--- src/hdl/pnf_pkg.sv ---
// Shared constants, types and helper functions of the 3D gradient noise block.
`default_nettype none
package pnf_pkg;

  // Fixed point format of all internal values
  localparam int FRAC_BITS   = 16;
  localparam int ONE_FX      = 1 << FRAC_BITS;
  localparam int MAX_OCTAVES = 8;
  localparam int TABLE_SIZE  = 256;
  localparam int TIDX_W      = $clog2(TABLE_SIZE);

  // Datapath widths
  localparam int DW    = 45;  // wide signed accumulator and lerp values
  localparam int BW    = 25;  // signed narrow multiplier operand (fades, reciprocals)
  localparam int FW    = FRAC_BITS + 1;  // signed fraction
  localparam int GW    = 19;  // signed gradient dot product
  localparam int OUT_W = 19;  // signed Q3.16 result
  localparam int CW    = 32;  // coordinate width

  localparam int OUT_MAX = (1 << (OUT_W - 1)) - 1;
  localparam int OUT_MIN = -(1 << (OUT_W - 1));

  // Request kinds carried in tuser
  localparam logic [1:0] MODE_LOAD    = 2'd0;
  localparam logic [1:0] MODE_NOISE   = 2'd1;
  localparam logic [1:0] MODE_FBM     = 2'd2;
  localparam logic [1:0] MODE_IGNORED = 2'd3;

  // Multiplier operations
  localparam logic [2:0] MOP_FADE_INNER = 3'd0;
  localparam logic [2:0] MOP_FADE_SQ    = 3'd1;
  localparam logic [2:0] MOP_FADE_CUBE  = 3'd2;
  localparam logic [2:0] MOP_FADE_OUT   = 3'd3;
  localparam logic [2:0] MOP_LERP       = 3'd4;
  localparam logic [2:0] MOP_NORM       = 3'd5;

  // Commands from the controller to the datapath
  typedef struct packed {
    logic       load_item;
    logic       tbl_wr;
    logic       mul_start;
    logic [2:0] mul_op;
    logic [1:0] axis;
    logic [2:0] lerp_idx;
    logic       hash_rd;
    logic [1:0] hash_stage;
    logic [2:0] hash_corner;
    logic       grad_push;
    logic [2:0] push_corner;
    logic       acc;
    logic [2:0] octave;
    logic [3:0] oct_n;
    logic       out_load;
  } cmd_t;

  // Status from the datapath to the controller
  typedef struct packed {
    logic mul_done;
    logic out_free;
  } sts_t;

  // Normalising factor round(2^16 * 2^n / (2^n - 1)) for n octaves
  function automatic logic [17:0] fbm_recip(input logic [3:0] n);
    logic [17:0] r;
    case (n)
      4'd1:    r = 18'd131072;
      4'd2:    r = 18'd87381;
      4'd3:    r = 18'd74898;
      4'd4:    r = 18'd69905;
      4'd5:    r = 18'd67650;
      4'd6:    r = 18'd66576;
      4'd7:    r = 18'd66052;
      4'd8:    r = 18'd65793;
      default: r = 18'd131072;
    endcase
    return r;
  endfunction

  // Gradient dot product picked by the low four hash bits
  function automatic logic signed [GW-1:0] grad(input logic [3:0] h,
                                                input logic signed [FW:0] x,
                                                input logic signed [FW:0] y,
                                                input logic signed [FW:0] z);
    logic signed [GW-1:0] xs;
    logic signed [GW-1:0] ys;
    logic signed [GW-1:0] zs;
    logic signed [GW-1:0] r;
    xs = GW'(x);
    ys = GW'(y);
    zs = GW'(z);
    case (h)
      4'h0:    r = xs + ys;
      4'h1:    r = -xs + ys;
      4'h2:    r = xs - ys;
      4'h3:    r = -xs - ys;
      4'h4:    r = xs + zs;
      4'h5:    r = -xs + zs;
      4'h6:    r = xs - zs;
      4'h7:    r = -xs - zs;
      4'h8:    r = ys + zs;
      4'h9:    r = -ys + zs;
      4'hA:    r = ys - zs;
      4'hB:    r = -ys - zs;
      4'hC:    r = ys + xs;
      4'hD:    r = -ys + zs;
      4'hE:    r = ys - xs;
      default: r = -ys - zs;
    endcase
    return r;
  endfunction

endpackage
`default_nettype wire

--- src/hdl/pnf_ctrl.sv ---
// Controller: request intake, octave count register and the per-octave sequence.
`default_nettype none
module pnf_ctrl (
  input  wire logic          clk,
  input  wire logic          rst,
  input  wire logic          in_valid,
  output logic               in_ready,
  input  wire logic [1:0]    mode,
  input  wire logic          cfg_we,
  input  wire logic [3:0]    cfg_wdata,
  output pnf_pkg::cmd_t      cmd,
  input  wire pnf_pkg::sts_t sts
);

  localparam logic [3:0] ST_IDLE      = 4'd0;
  localparam logic [3:0] ST_FADE_GO   = 4'd1;
  localparam logic [3:0] ST_FADE_WAIT = 4'd2;
  localparam logic [3:0] ST_HASH      = 4'd3;
  localparam logic [3:0] ST_HASH_END  = 4'd4;
  localparam logic [3:0] ST_LERP_GO   = 4'd5;
  localparam logic [3:0] ST_LERP_WAIT = 4'd6;
  localparam logic [3:0] ST_ACC       = 4'd7;
  localparam logic [3:0] ST_NORM_GO   = 4'd8;
  localparam logic [3:0] ST_NORM_WAIT = 4'd9;
  localparam logic [3:0] ST_OUT       = 4'd10;

  logic [3:0] state;
  logic [3:0] step;
  logic [2:0] corner;
  logic [1:0] stage;
  logic       push_pend;
  logic [2:0] push_corner;
  logic [2:0] octave;
  logic [3:0] oct_n;
  logic       fbm;
  logic [3:0] octave_count;
  logic [3:0] oct_clamped;
  logic       accept;
  logic       last_oct;

  assign in_ready = (state == ST_IDLE);
  assign accept   = in_valid && in_ready;
  assign last_oct = ({1'b0, octave} == oct_n - 4'd1);

  always_comb begin
    if (octave_count == 4'd0) begin
      oct_clamped = 4'd1;
    end else if (octave_count > 4'(pnf_pkg::MAX_OCTAVES)) begin
      oct_clamped = 4'(pnf_pkg::MAX_OCTAVES);
    end else begin
      oct_clamped = octave_count;
    end
  end

  // Octave count register
  always_ff @(posedge clk) begin
    if (rst) begin
      octave_count <= 4'd4;
    end else if (cfg_we) begin
      octave_count <= cfg_wdata;
    end
  end

  // Sequence
  always_ff @(posedge clk) begin
    if (rst) begin
      state       <= ST_IDLE;
      step        <= '0;
      corner      <= '0;
      stage       <= '0;
      push_pend   <= 1'b0;
      push_corner <= '0;
      octave      <= '0;
      oct_n       <= 4'd1;
      fbm         <= 1'b0;
    end else begin
      push_pend   <= (state == ST_HASH) && (stage == 2'd2);
      push_corner <= corner;
      case (state)
        ST_IDLE: begin
          if (accept && (mode == pnf_pkg::MODE_NOISE || mode == pnf_pkg::MODE_FBM)) begin
            octave <= '0;
            oct_n  <= (mode == pnf_pkg::MODE_FBM) ? oct_clamped : 4'd1;
            fbm    <= (mode == pnf_pkg::MODE_FBM);
            step   <= '0;
            state  <= ST_FADE_GO;
          end
        end
        ST_FADE_GO: state <= ST_FADE_WAIT;
        ST_FADE_WAIT: begin
          if (sts.mul_done) begin
            if (step == 4'd11) begin
              corner <= '0;
              stage  <= '0;
              state  <= ST_HASH;
            end else begin
              step  <= step + 4'd1;
              state <= ST_FADE_GO;
            end
          end
        end
        ST_HASH: begin
          if (stage == 2'd2) begin
            stage <= '0;
            if (corner == 3'd7) begin
              state <= ST_HASH_END;
            end else begin
              corner <= corner + 3'd1;
            end
          end else begin
            stage <= stage + 2'd1;
          end
        end
        ST_HASH_END: begin
          step  <= '0;
          state <= ST_LERP_GO;
        end
        ST_LERP_GO: state <= ST_LERP_WAIT;
        ST_LERP_WAIT: begin
          if (sts.mul_done) begin
            if (step == 4'd6) begin
              state <= ST_ACC;
            end else begin
              step  <= step + 4'd1;
              state <= ST_LERP_GO;
            end
          end
        end
        ST_ACC: begin
          if (last_oct) begin
            state <= fbm ? ST_NORM_GO : ST_OUT;
          end else begin
            octave <= octave + 3'd1;
            step   <= '0;
            state  <= ST_FADE_GO;
          end
        end
        ST_NORM_GO: state <= ST_NORM_WAIT;
        ST_NORM_WAIT: begin
          if (sts.mul_done) begin
            state <= ST_OUT;
          end
        end
        ST_OUT: begin
          if (sts.out_free) begin
            state <= ST_IDLE;
          end
        end
        default: state <= ST_IDLE;
      endcase
    end
  end

  // Commands
  always_comb begin
    cmd             = '0;
    cmd.load_item   = accept && (mode == pnf_pkg::MODE_NOISE || mode == pnf_pkg::MODE_FBM);
    cmd.tbl_wr      = accept && (mode == pnf_pkg::MODE_LOAD);
    cmd.axis        = step[3:2];
    cmd.lerp_idx    = step[2:0];
    cmd.hash_stage  = stage;
    cmd.hash_corner = corner;
    cmd.grad_push   = push_pend;
    cmd.push_corner = push_corner;
    cmd.octave      = octave;
    cmd.oct_n       = oct_n;
    case (state)
      ST_FADE_GO, ST_FADE_WAIT: begin
        cmd.mul_start = (state == ST_FADE_GO);
        case (step[1:0])
          2'd0:    cmd.mul_op = pnf_pkg::MOP_FADE_INNER;
          2'd1:    cmd.mul_op = pnf_pkg::MOP_FADE_SQ;
          2'd2:    cmd.mul_op = pnf_pkg::MOP_FADE_CUBE;
          default: cmd.mul_op = pnf_pkg::MOP_FADE_OUT;
        endcase
      end
      ST_HASH: cmd.hash_rd = 1'b1;
      ST_LERP_GO, ST_LERP_WAIT: begin
        cmd.mul_start = (state == ST_LERP_GO);
        cmd.mul_op    = pnf_pkg::MOP_LERP;
      end
      ST_ACC: cmd.acc = 1'b1;
      ST_NORM_GO, ST_NORM_WAIT: begin
        cmd.mul_start = (state == ST_NORM_GO);
        cmd.mul_op    = pnf_pkg::MOP_NORM;
      end
      ST_OUT: cmd.out_load = sts.out_free;
      default: ;
    endcase
  end

`ifndef NO_ASSERTIONS
  a_no_back_to_back_start: assert property (@(posedge clk) disable iff (rst)
    cmd.mul_start |=> !cmd.mul_start)
    else $error("multiplier started twice in a row");

  a_done_only_when_waiting: assert property (@(posedge clk) disable iff (rst)
    sts.mul_done |->
      (state == ST_FADE_WAIT || state == ST_LERP_WAIT || state == ST_NORM_WAIT))
    else $error("multiplier result with no operation outstanding");

  a_push_after_last_stage: assert property (@(posedge clk) disable iff (rst)
    cmd.grad_push |-> $past(state == ST_HASH && stage == 2'd2))
    else $error("gradient stored without a finished hash chain");

  a_out_load_free: assert property (@(posedge clk) disable iff (rst)
    cmd.out_load |-> sts.out_free)
    else $error("result loaded over an untaken result");

  a_octave_in_range: assert property (@(posedge clk) disable iff (rst)
    state == ST_ACC |-> ({1'b0, octave} < oct_n))
    else $error("octave counter beyond octave count");
`endif

endmodule
`default_nettype wire

--- config.mk ---
export PLATFORM = sky130hd
export DESIGN_NAME = pnf_ctrl
export DESIGN_NICKNAME = d
export VERILOG_FILES = /design/src/hdl/pnf_pkg.sv /design/src/hdl/pnf_ctrl.sv
export SDC_FILE = /design/constraint.sdc
export NUM_CORES = 1
export LEC_CHECK = 0
export ABC_AREA = 0
export BUFFER_PORTS_ARGS = -buffer_cell sky130_fd_sc_hd__buf_2
export CORE_ASPECT_RATIO = 1.5
export CORE_MARGIN = 3
export CORE_UTILIZATION = 50
export DETAILED_ROUTE_END_ITERATION = 8
export PLACE_DENSITY = 0.87
export SETUP_SLACK_MARGIN = 0.2
export SYNTH_ARGS = -nofsm -noshare
export SYNTH_HDL_FRONTEND = slang
export SYNTH_SLANG_ARGS = --single-unit
--- constraint.sdc ---
create_clock -name clk -period 3 [get_ports clk]
set_input_delay 0.6 -clock clk [delete_from_list [all_inputs] [get_ports clk]]
set_output_delay 0.6 -clock clk [all_outputs]
set_load 0.05 [all_outputs]
==> results of run 1 <==
[path summary, 6_finish.rpt]
path                                       startpoint                    end  cells past startpoint
worst max register to register  oct_n[0]$_SDFFE_PP1P_   step[2]$_SDFFE_PP0P_                      7
worst max-delay path            state[1]$_SDFFE_PP0P_                cmd[24]                      5
worst min register to register  oct_n[2]$_SDFFE_PP0P_  oct_n[2]$_SDFFE_PP0P_                      2
worst min-delay path            oct_n[2]$_SDFFE_PP0P_  oct_n[2]$_SDFFE_PP0P_                      2
[metrics by stage]
| step | hold WS (ns) | total power (uW) |
|---|---|---|
| 2_1_floorplan | 0.436 | 845 |
| 3_3_place_gp | 0.453 | 929 |
| 3_5_place_dp | 0.477 | 943 |
| 4_1_cts | 0.485 | 1260 |
| 5_1_grt | 0.510 | 1320 |
| 6_report | 0.488 | 1260 |
[cells in the mapped netlist (all sizes together) (6+ instances only)]
| master | instances |
|---|---|
| nor2 | 22 |
| nand2b | 6 |
| nand3 | 7 |
| a21oi | 14 |
| o21ai | 6 |
| buf | 6 |
| dfxtp | 29 |
| inv | 13 |
| nor3 | 8 |
| nand2 | 15 |
| ha | 9 |
[state kept, by name (all words and copies together), names as in the netlist, 2 cells and up]
register and count:
octave_count 4, stage 2, step 4, octave 3, corner 3, oct_n 4
push_corner 3, state 4
[worst max-delay path, cell delays in order, from the launching register on]
cell and delay, ns:
dfxtp_1 0.54, inv_1 0.15, or3_1 0.46, o21a_1 0.22, nor2_1 0.07, buf_2 0.26
[area by class of cell]
cell class / count / area (um^2) / share of cell area (%)
Clock buffer: 7 / 86.3 / 4.41
Inverter: 15 / 56.3 / 2.88
Multi-Input combinational cell: 146 / 966 / 49.4
Sequential cell: 29 / 581 / 29.7
Tap cell: 39 / 48.8 / 2.50
Timing Repair Buffer: 43 / 218 / 11.1
[kinds of logic after synthesis]
group           count (synthesis)  synth area share, %
simple gates                   81                 25.9
compound gates                 45                 19.1
mux                             5                 3.04
buf+inv                        26                 6.61
flops                          29                 35.3
fa+ha+maj                       9                 6.84
xor+xnor                        6                 3.19
[power by group]
| group | switching (uW) | internal, uW | total [uW] |
|---|---|---|---|
| combinational | 317 | 154 | 471 |
| sequential | 56.4 | 409 | 465 |
| clock | 139 | 181 | 321 |
[metal layers]
layer | vias up | routed length (um) | global-route usage [%] | part of all wire [%]
met3 | 6 | 220 | 6.07 | 5.9
met1 | 715 | 1480 | 21.4 | 40
li1 | 794 | - | - | -
met4 | 0 | 67 | 8.95 | 1.8
met5 | - | 0 | 0 | 0
met2 | 41 | 1950 | 33.8 | 53
==> impl_metrics.env, run 1 <==
export IMPL_status="finished, final reports clean"
export IMPL_post_cts_setup_buffer_count=0
export IMPL_cts_htree_levels=2
export IMPL_fin_worst_skew_ns=0.00425
export IMPL_io_buffer_count=42
export IMPL_routed_wl_um=3720
export IMPL_die_area_mm2=0.00403
export IMPL_endpoint_kind="primary output"
export IMPL_dp_hpwl_um=2820
export IMPL_finalInstanceArea_mm2=0.00196
export IMPL_grt_max_degree=35
export IMPL_initial_utilization_pct=54.3
export IMPL_reg2reg_slack_ns=0.79
export IMPL_final_max_slew_viol_count=0
export IMPL_cts_root_buf="clkbuf_8"
export IMPL_setup_ws_ns=0.411
export IMPL_max_cap_viol_count=0
export IMPL_synth_distinct_cells=48
export IMPL_wl_per_cell_um=13.3
export IMPL_die_w_um=52.9
export IMPL_crit_type="reg2out"
export IMPL_post_route_drc_count=0
export IMPL_area_growth_pct=18.8
export IMPL_final_cells=279
export IMPL_yosys_top_cells_area="dfxtp_1 35%, ha_1 6.8%, nor2_1 5.0%"
export IMPL_syn_area_mm2=0.00165
export IMPL_setup_viol=0
export IMPL_ctsResizeCount=0
export IMPL_cts_reportedPaths_clkPinSlew_ns=0.06
export IMPL_worst_pin_slew_ns=0.749
export IMPL_numCtsBuffers=5
export IMPL_synth_edf_count=0
export IMPL_grt_pass1_vias=1412
export IMPL_power_leakage_uw=0.000881
export IMPL_finalHoldViolations=0
export IMPL_cts_path_max_buffers=2
export IMPL_powerDensity_mw_per_mm2=643
export IMPL_synth_nets=222
export IMPL_relSlewSlack_pct=49.4
export IMPL_grt_overflow=0
export IMPL_fin_crit_ns=2.59
export IMPL_synth_top_area_cell="dfxtp_1"
export IMPL_placement_cell_area_mm2=0.00187
export IMPL_synth_top_area_share_pct=35.3
export IMPL_startpoint_type="flip-flop"
export IMPL_arrival_ns=1.99
export IMPL_cp_max_fo=10
export IMPL_layout_commonest_cell="buf_2"
export IMPL_grt_util_all_layers_pct=19.8
export IMPL_synth_seq_cells=29
export IMPL_final_cell_mix="42 x buf_2, 29 x dfxtp_1, 22 x nor2_1, 15 x nand2_1, 14 x a21oi_1"
export IMPL_seq_area_frac_synth_pct=35.3
export IMPL_core_area_mm2=0.00303
export IMPL_postCtsHoldBufs=0
export IMPL_async_flop_share_pct=0
export IMPL_ios=43
export IMPL_firstDrtPassIters=4
export IMPL_layout_nets=261
export IMPL_fin_util_pct=64.5
export IMPL_hold_class="reg2reg"
export IMPL_tns_ns=0
export IMPL_critPathRequiredTime_ns=2.40
export IMPL_synth_top_flop_cell="dfxtp_1"
export IMPL_drt_iter0_drc=49
export IMPL_layout_drive_gt1_share_pct=23.3
export IMPL_vias=1556
export IMPL_grt_setup_unrepaired="false"
export IMPL_cts_tree="yes"
export IMPL_fmax_mhz=386
export IMPL_gp_congestion=0.856
export IMPL_fillers=284
export IMPL_dp_cells=272
export IMPL_syn_instance_count=201
export IMPL_die_height_um=76.3
export IMPL_vias_per_cell=5.58
export IMPL_grt_pass1_wl_um=6110
export IMPL_diodes=0
export IMPL_grt_antenna_before_repair=0
export IMPL_pre_cts_ws_ns=0.664
export IMPL_vdd_drop_max_uv=401
export IMPL_avgSynthCellArea_um2=8.19
export IMPL_num_rows=24
export IMPL_worstSkewPairLatency_ns=0.28
export IMPL_synth_yosys_warnings=0
export IMPL_timing_final_crit_share_pct=86.3
export IMPL_cts_num_sinks=29
export IMPL_antenna_left=0
No activity file was read; power rests on OpenSTA's default activity.
==> run 2: changes to the inputs <==
--- a/config.mk
+++ b/config.mk
@@ -7,11 +7,12 @@
 export LEC_CHECK = 0
 export ABC_AREA = 0
 export BUFFER_PORTS_ARGS = -buffer_cell sky130_fd_sc_hd__buf_2
+export CAP_MARGIN = 20
 export CORE_ASPECT_RATIO = 1.5
 export CORE_MARGIN = 3
-export CORE_UTILIZATION = 50
+export CORE_UTILIZATION = 47
 export DETAILED_ROUTE_END_ITERATION = 8
-export PLACE_DENSITY = 0.87
+export PLACE_DENSITY = 0.83
 export SETUP_SLACK_MARGIN = 0.2
 export SYNTH_ARGS = -nofsm -noshare
 export SYNTH_HDL_FRONTEND = slang
==> impl_metrics.env, run 2 (synthesized netlist as in run 1, its figures left out) <==
export IMPL_endpoint_kind="primary output"
export IMPL_fin_util_pct=61.2
export IMPL_relSlewSlack_pct=54.3
export IMPL_wl_per_cell_um=13.8
export IMPL_critPathRequiredTime_ns=2.40
export IMPL_core_area_mm2=0.00325
export IMPL_grt_setup_unrepaired="false"
export IMPL_fin_worst_skew_ns=0.00701
export IMPL_final_cell_mix="42 x buf_2, 29 x dfxtp_1, 22 x nor2_1, 15 x nand2_1, 14 x a21oi_1"
export IMPL_grt_pass1_vias=1492
export IMPL_vdd_drop_max_uv=494
export IMPL_layout_commonest_cell="buf_2"
export IMPL_tns_ns=0
export IMPL_grt_max_degree=35
export IMPL_cts_htree_levels=2
export IMPL_worstSkewPairLatency_ns=0.28
export IMPL_hold_class="reg2reg"
export IMPL_dp_hpwl_um=2800
export IMPL_worst_pin_slew_ns=0.677
export IMPL_arrival_ns=2.01
export IMPL_grt_antenna_before_repair=0
export IMPL_power_leakage_uw=0.000894
export IMPL_cp_max_fo=10
export IMPL_antenna_left=0
export IMPL_startpoint_type="flip-flop"
export IMPL_grt_util_all_layers_pct=20.3
export IMPL_setup_viol=0
export IMPL_dp_cells=273
export IMPL_postCtsHoldBufs=0
export IMPL_drt_iter0_drc=37
export IMPL_crit_type="reg2out"
export IMPL_status="finished, final reports clean"
export IMPL_area_growth_pct=20.9
export IMPL_powerDensity_mw_per_mm2=685
export IMPL_post_cts_setup_buffer_count=0
export IMPL_cts_root_buf="clkbuf_8"
export IMPL_grt_pass1_wl_um=6600
export IMPL_die_w_um=54.3
export IMPL_die_height_um=78.5
export IMPL_final_max_slew_viol_count=0
export IMPL_firstDrtPassIters=4
export IMPL_die_area_mm2=0.00426
export IMPL_finalHoldViolations=0
export IMPL_ctsResizeCount=0
export IMPL_grt_overflow=0
export IMPL_final_cells=281
export IMPL_fin_crit_ns=2.61
export IMPL_num_rows=25
export IMPL_vias=1579
export IMPL_initial_utilization_pct=50.6
export IMPL_cts_path_max_buffers=2
export IMPL_vias_per_cell=5.62
export IMPL_layout_nets=261
export IMPL_ios=43
export IMPL_layout_drive_gt1_share_pct=24.1
export IMPL_timing_final_crit_share_pct=86.9
export IMPL_io_buffer_count=42
export IMPL_max_cap_viol_count=0
export IMPL_gp_congestion=0.903
export IMPL_post_route_drc_count=0
export IMPL_cts_num_sinks=29
export IMPL_cts_tree="yes"
export IMPL_fmax_mhz=383
export IMPL_routed_wl_um=3870
export IMPL_diodes=0
export IMPL_cts_reportedPaths_clkPinSlew_ns=0.07
export IMPL_numCtsBuffers=5
## run 2: cell count changes in the layout (fill, tap and decap cells not counted), sizes merged
cell      delta
bufinv       +1
clkbuf       -1
clkinvlp     +1
## run 2: critical path: stages, from the launching register on
cell and delay, ns:
dfxtp_1 0.56, inv_1 0.16, or3_1 0.46, o21a_1 0.21
nor2_1 0.07, buf_2 0.27
## run 2: path summary, 6_finish.rpt
path         slack [ns]                   end  cells past startpoint             startpoint
max reg2reg        0.73  step[2]$_SDFFE_PP0P_                      7  oct_n[0]$_SDFFE_PP1P_
min reg2reg        0.46      fbm$_SDFFE_PP0P_                      2       fbm$_SDFFE_PP0P_
min                0.46      fbm$_SDFFE_PP0P_                      2       fbm$_SDFFE_PP0P_
max                0.39               cmd[24]                      5  state[1]$_SDFFE_PP0P_
## run 2: through the flow
stage	area [um^2]	setup slack, ns	power, uW	hold slack (ns)
floorplan	1660	0.302	845	0.436
global placement	1870	0.686	933	0.452
detailed placement	1870	0.645	942	0.459
CTS	1990	0.391	1370	0.467
global route	1990	0.254	1430	0.494
finish	1990	0.392	1360	0.461
## run 2: per-layer routing
metal  wire length, um  track usage (%)  up-vias
met4                78             10.5        0
met1              1570             23.3      733
met3               214             5.88        8
met5                 0                0        -
li1                  -                -      792
met2              2010             32.7       46
## run 2: cell type report
cell class              instances  area, um^2
clock buffers                   6        82.6
clock inverters                 2        37.5
fillers                       283        1260
inverters                      15        56.3
multi-input cells             146         966
flip-flops and latches         29         581
well taps                      40        50.0
repair buffers                 43         218
## run 2: where the power goes
part,switching [uW],internal (uW),total (uW)
clock network,158,270,428
logic,315,154,469
registers,57.9,409,467
==> run 3: changes to the inputs <==
--- a/config.mk
+++ b/config.mk
@@ -13,6 +13,7 @@
 export CORE_UTILIZATION = 47
 export DETAILED_ROUTE_END_ITERATION = 8
 export PLACE_DENSITY = 0.83
+export RECOVER_POWER = 50
 export SETUP_SLACK_MARGIN = 0.2
 export SYNTH_ARGS = -nofsm -noshare
 export SYNTH_HDL_FRONTEND = slang
==> impl_metrics.env, run 3 (synthesized netlist as in run 1, its figures left out) <==
export IMPL_status="finished, final reports clean"
export IMPL_powerDensity_mw_per_mm2=694
export IMPL_crit_type="reg2out"
export IMPL_area_growth_pct=19.3
export IMPL_ios=43
export IMPL_die_w_um=54.3
export IMPL_cp_max_fo=10
export IMPL_worst_pin_slew_ns=1.40
export IMPL_cts_num_sinks=29
export IMPL_hold_ws_ns=0.461
export IMPL_antenna_left=0
export IMPL_grt_pass1_vias=1492
export IMPL_layout_nets=261
export IMPL_routed_wl_um=3910
export IMPL_fillers=294
export IMPL_switchingPower_uw=533
export IMPL_die_area_mm2=0.00426
export IMPL_pre_cts_ws_ns=0.645
export IMPL_final_max_slew_viol_count=0
export IMPL_combPwrFrac_pct=34.4
export IMPL_final_cell_mix="29 x dfxtp_1, 22 x nor2_1, 21 x buf_2, 21 x clkbuf_1, 15 x nand2_1"
export IMPL_post_route_drc_count=0
export IMPL_finalInstanceArea_mm2=0.00196
export IMPL_fmax_mhz=383
export IMPL_grt_antenna_before_repair=0
export IMPL_reg2reg_slack_ns=0.72
export IMPL_wl_per_cell_um=13.9
export IMPL_tns_ns=0
export IMPL_grt_max_degree=35
export IMPL_p_seq_share_pct=34.3
export IMPL_dp_hpwl_um=2800
export IMPL_vias=1614
export IMPL_grt_util_all_layers_pct=20.3
export IMPL_numCtsBuffers=5
export IMPL_postCtsHoldBufs=0
export IMPL_firstDrtPassIters=4
export IMPL_gp_congestion=0.903
export IMPL_wl_met2_um=2000
export IMPL_cts_tree="yes"
export IMPL_startpoint_type="flip-flop"
export IMPL_grt_overflow=0
export IMPL_relSlewSlack_pct=6.47
export IMPL_max_cap_viol_count=0
export IMPL_cts_htree_levels=2
export IMPL_ctsResizeCount=0
export IMPL_setup_viol=0
export IMPL_top_layer_used="met4"
export IMPL_initial_utilization_pct=50.6
export IMPL_arrival_ns=2.01
export IMPL_layout_commonest_cell="dfxtp_1"
export IMPL_timing_final_crit_share_pct=87.1
export IMPL_hold_class="reg2reg"
export IMPL_wl_met3_um=243
export IMPL_power_leakage_uw=0.000806
export IMPL_core_area_mm2=0.00325
export IMPL_fin_crit_ns=2.61
export IMPL_swShare_pct=39.1
export IMPL_grt_pass1_wl_um=6600
export IMPL_die_height_um=78.5
export IMPL_critPathRequiredTime_ns=2.40
export IMPL_layout_drive_gt1_share_pct=15.4
export IMPL_setup_ws_ns=0.387
export IMPL_p_int_uw=830
export IMPL_placement_cell_area_mm2=0.00187
export IMPL_cts_reportedPaths_clkPinSlew_ns=0.07
export IMPL_cts_root_buf="clkbuf_8"
export IMPL_grt_setup_unrepaired="false"
export IMPL_io_buffer_count=42
export IMPL_vdd_drop_max_uv=494
export IMPL_fin_worst_skew_ns=0.00687
export IMPL_endpoint_kind="primary output"
export IMPL_num_rows=25
export IMPL_vias_per_cell=5.74
export IMPL_post_cts_setup_buffer_count=0
export IMPL_p_clk_share_pct=31.3
export IMPL_cts_path_max_buffers=2
export IMPL_finalHoldViolations=0
export IMPL_diodes=0
export IMPL_worstSkewPairLatency_ns=0.28
export IMPL_drt_met1_wl_um=1590
export IMPL_drt_iter0_drc=41
==> run 3: power by group through the flow <==
stage               logic [uW]  clock network, uW  registers, uW
floorplan                  392                  0            453
global placement           460                  0            473
detailed placement         468                  0            474
CTS                        470                430            466
global route               511                446            473
finish                     469                427            467
==> run 3: area by class of cell <==
class | instances | area (um^2) | area share, %
repair buffers | 43 | 191 | 9.75
multi-input cells | 146 | 966 | 49.2
flip-flops and latches | 29 | 581 | 29.6
inverters | 15 | 56.3 | 2.87
well taps | 40 | 50.0 | 2.55
clock buffers | 6 | 82.6 | 4.20
clock inverters | 2 | 37.5 | 1.91
==> run 3: final timing paths <==
path / cells after the start / endpoint / from
hold reg to reg: 2 / fbm$_SDFFE_PP0P_ / fbm$_SDFFE_PP0P_
hold / removal: 2 / fbm$_SDFFE_PP0P_ / fbm$_SDFFE_PP0P_
setup reg to reg: 7 / step[2]$_SDFFE_PP0P_ / oct_n[0]$_SDFFE_PP1P_
setup / recovery: 5 / cmd[24] / state[1]$_SDFFE_PP0P_
==> run 3: metrics by stage <==
stage,instances,total power (uW),utilization (%)
after floorplan,201,845,-
after global placement,273,933,57.5
after detailed placement,273,942,57.5
after CTS,281,1370,61.2
after global routing,281,1430,60.4
final,281,1360,60.4
==> run 3: metal layers <==
metal	vias up	GRT usage [%]
met5	-	0
met1	764	23.3
met4	0	10.5
met3	8	5.88
li1	793	-
met2	49	32.7
==> run 3: worst max-delay path: stages (launching register included) <==
cell     delay [ns]
dfxtp_1        0.56
inv_1          0.16
or3_1          0.46
o21a_1         0.21
nor2_1         0.07
buf_2          0.27
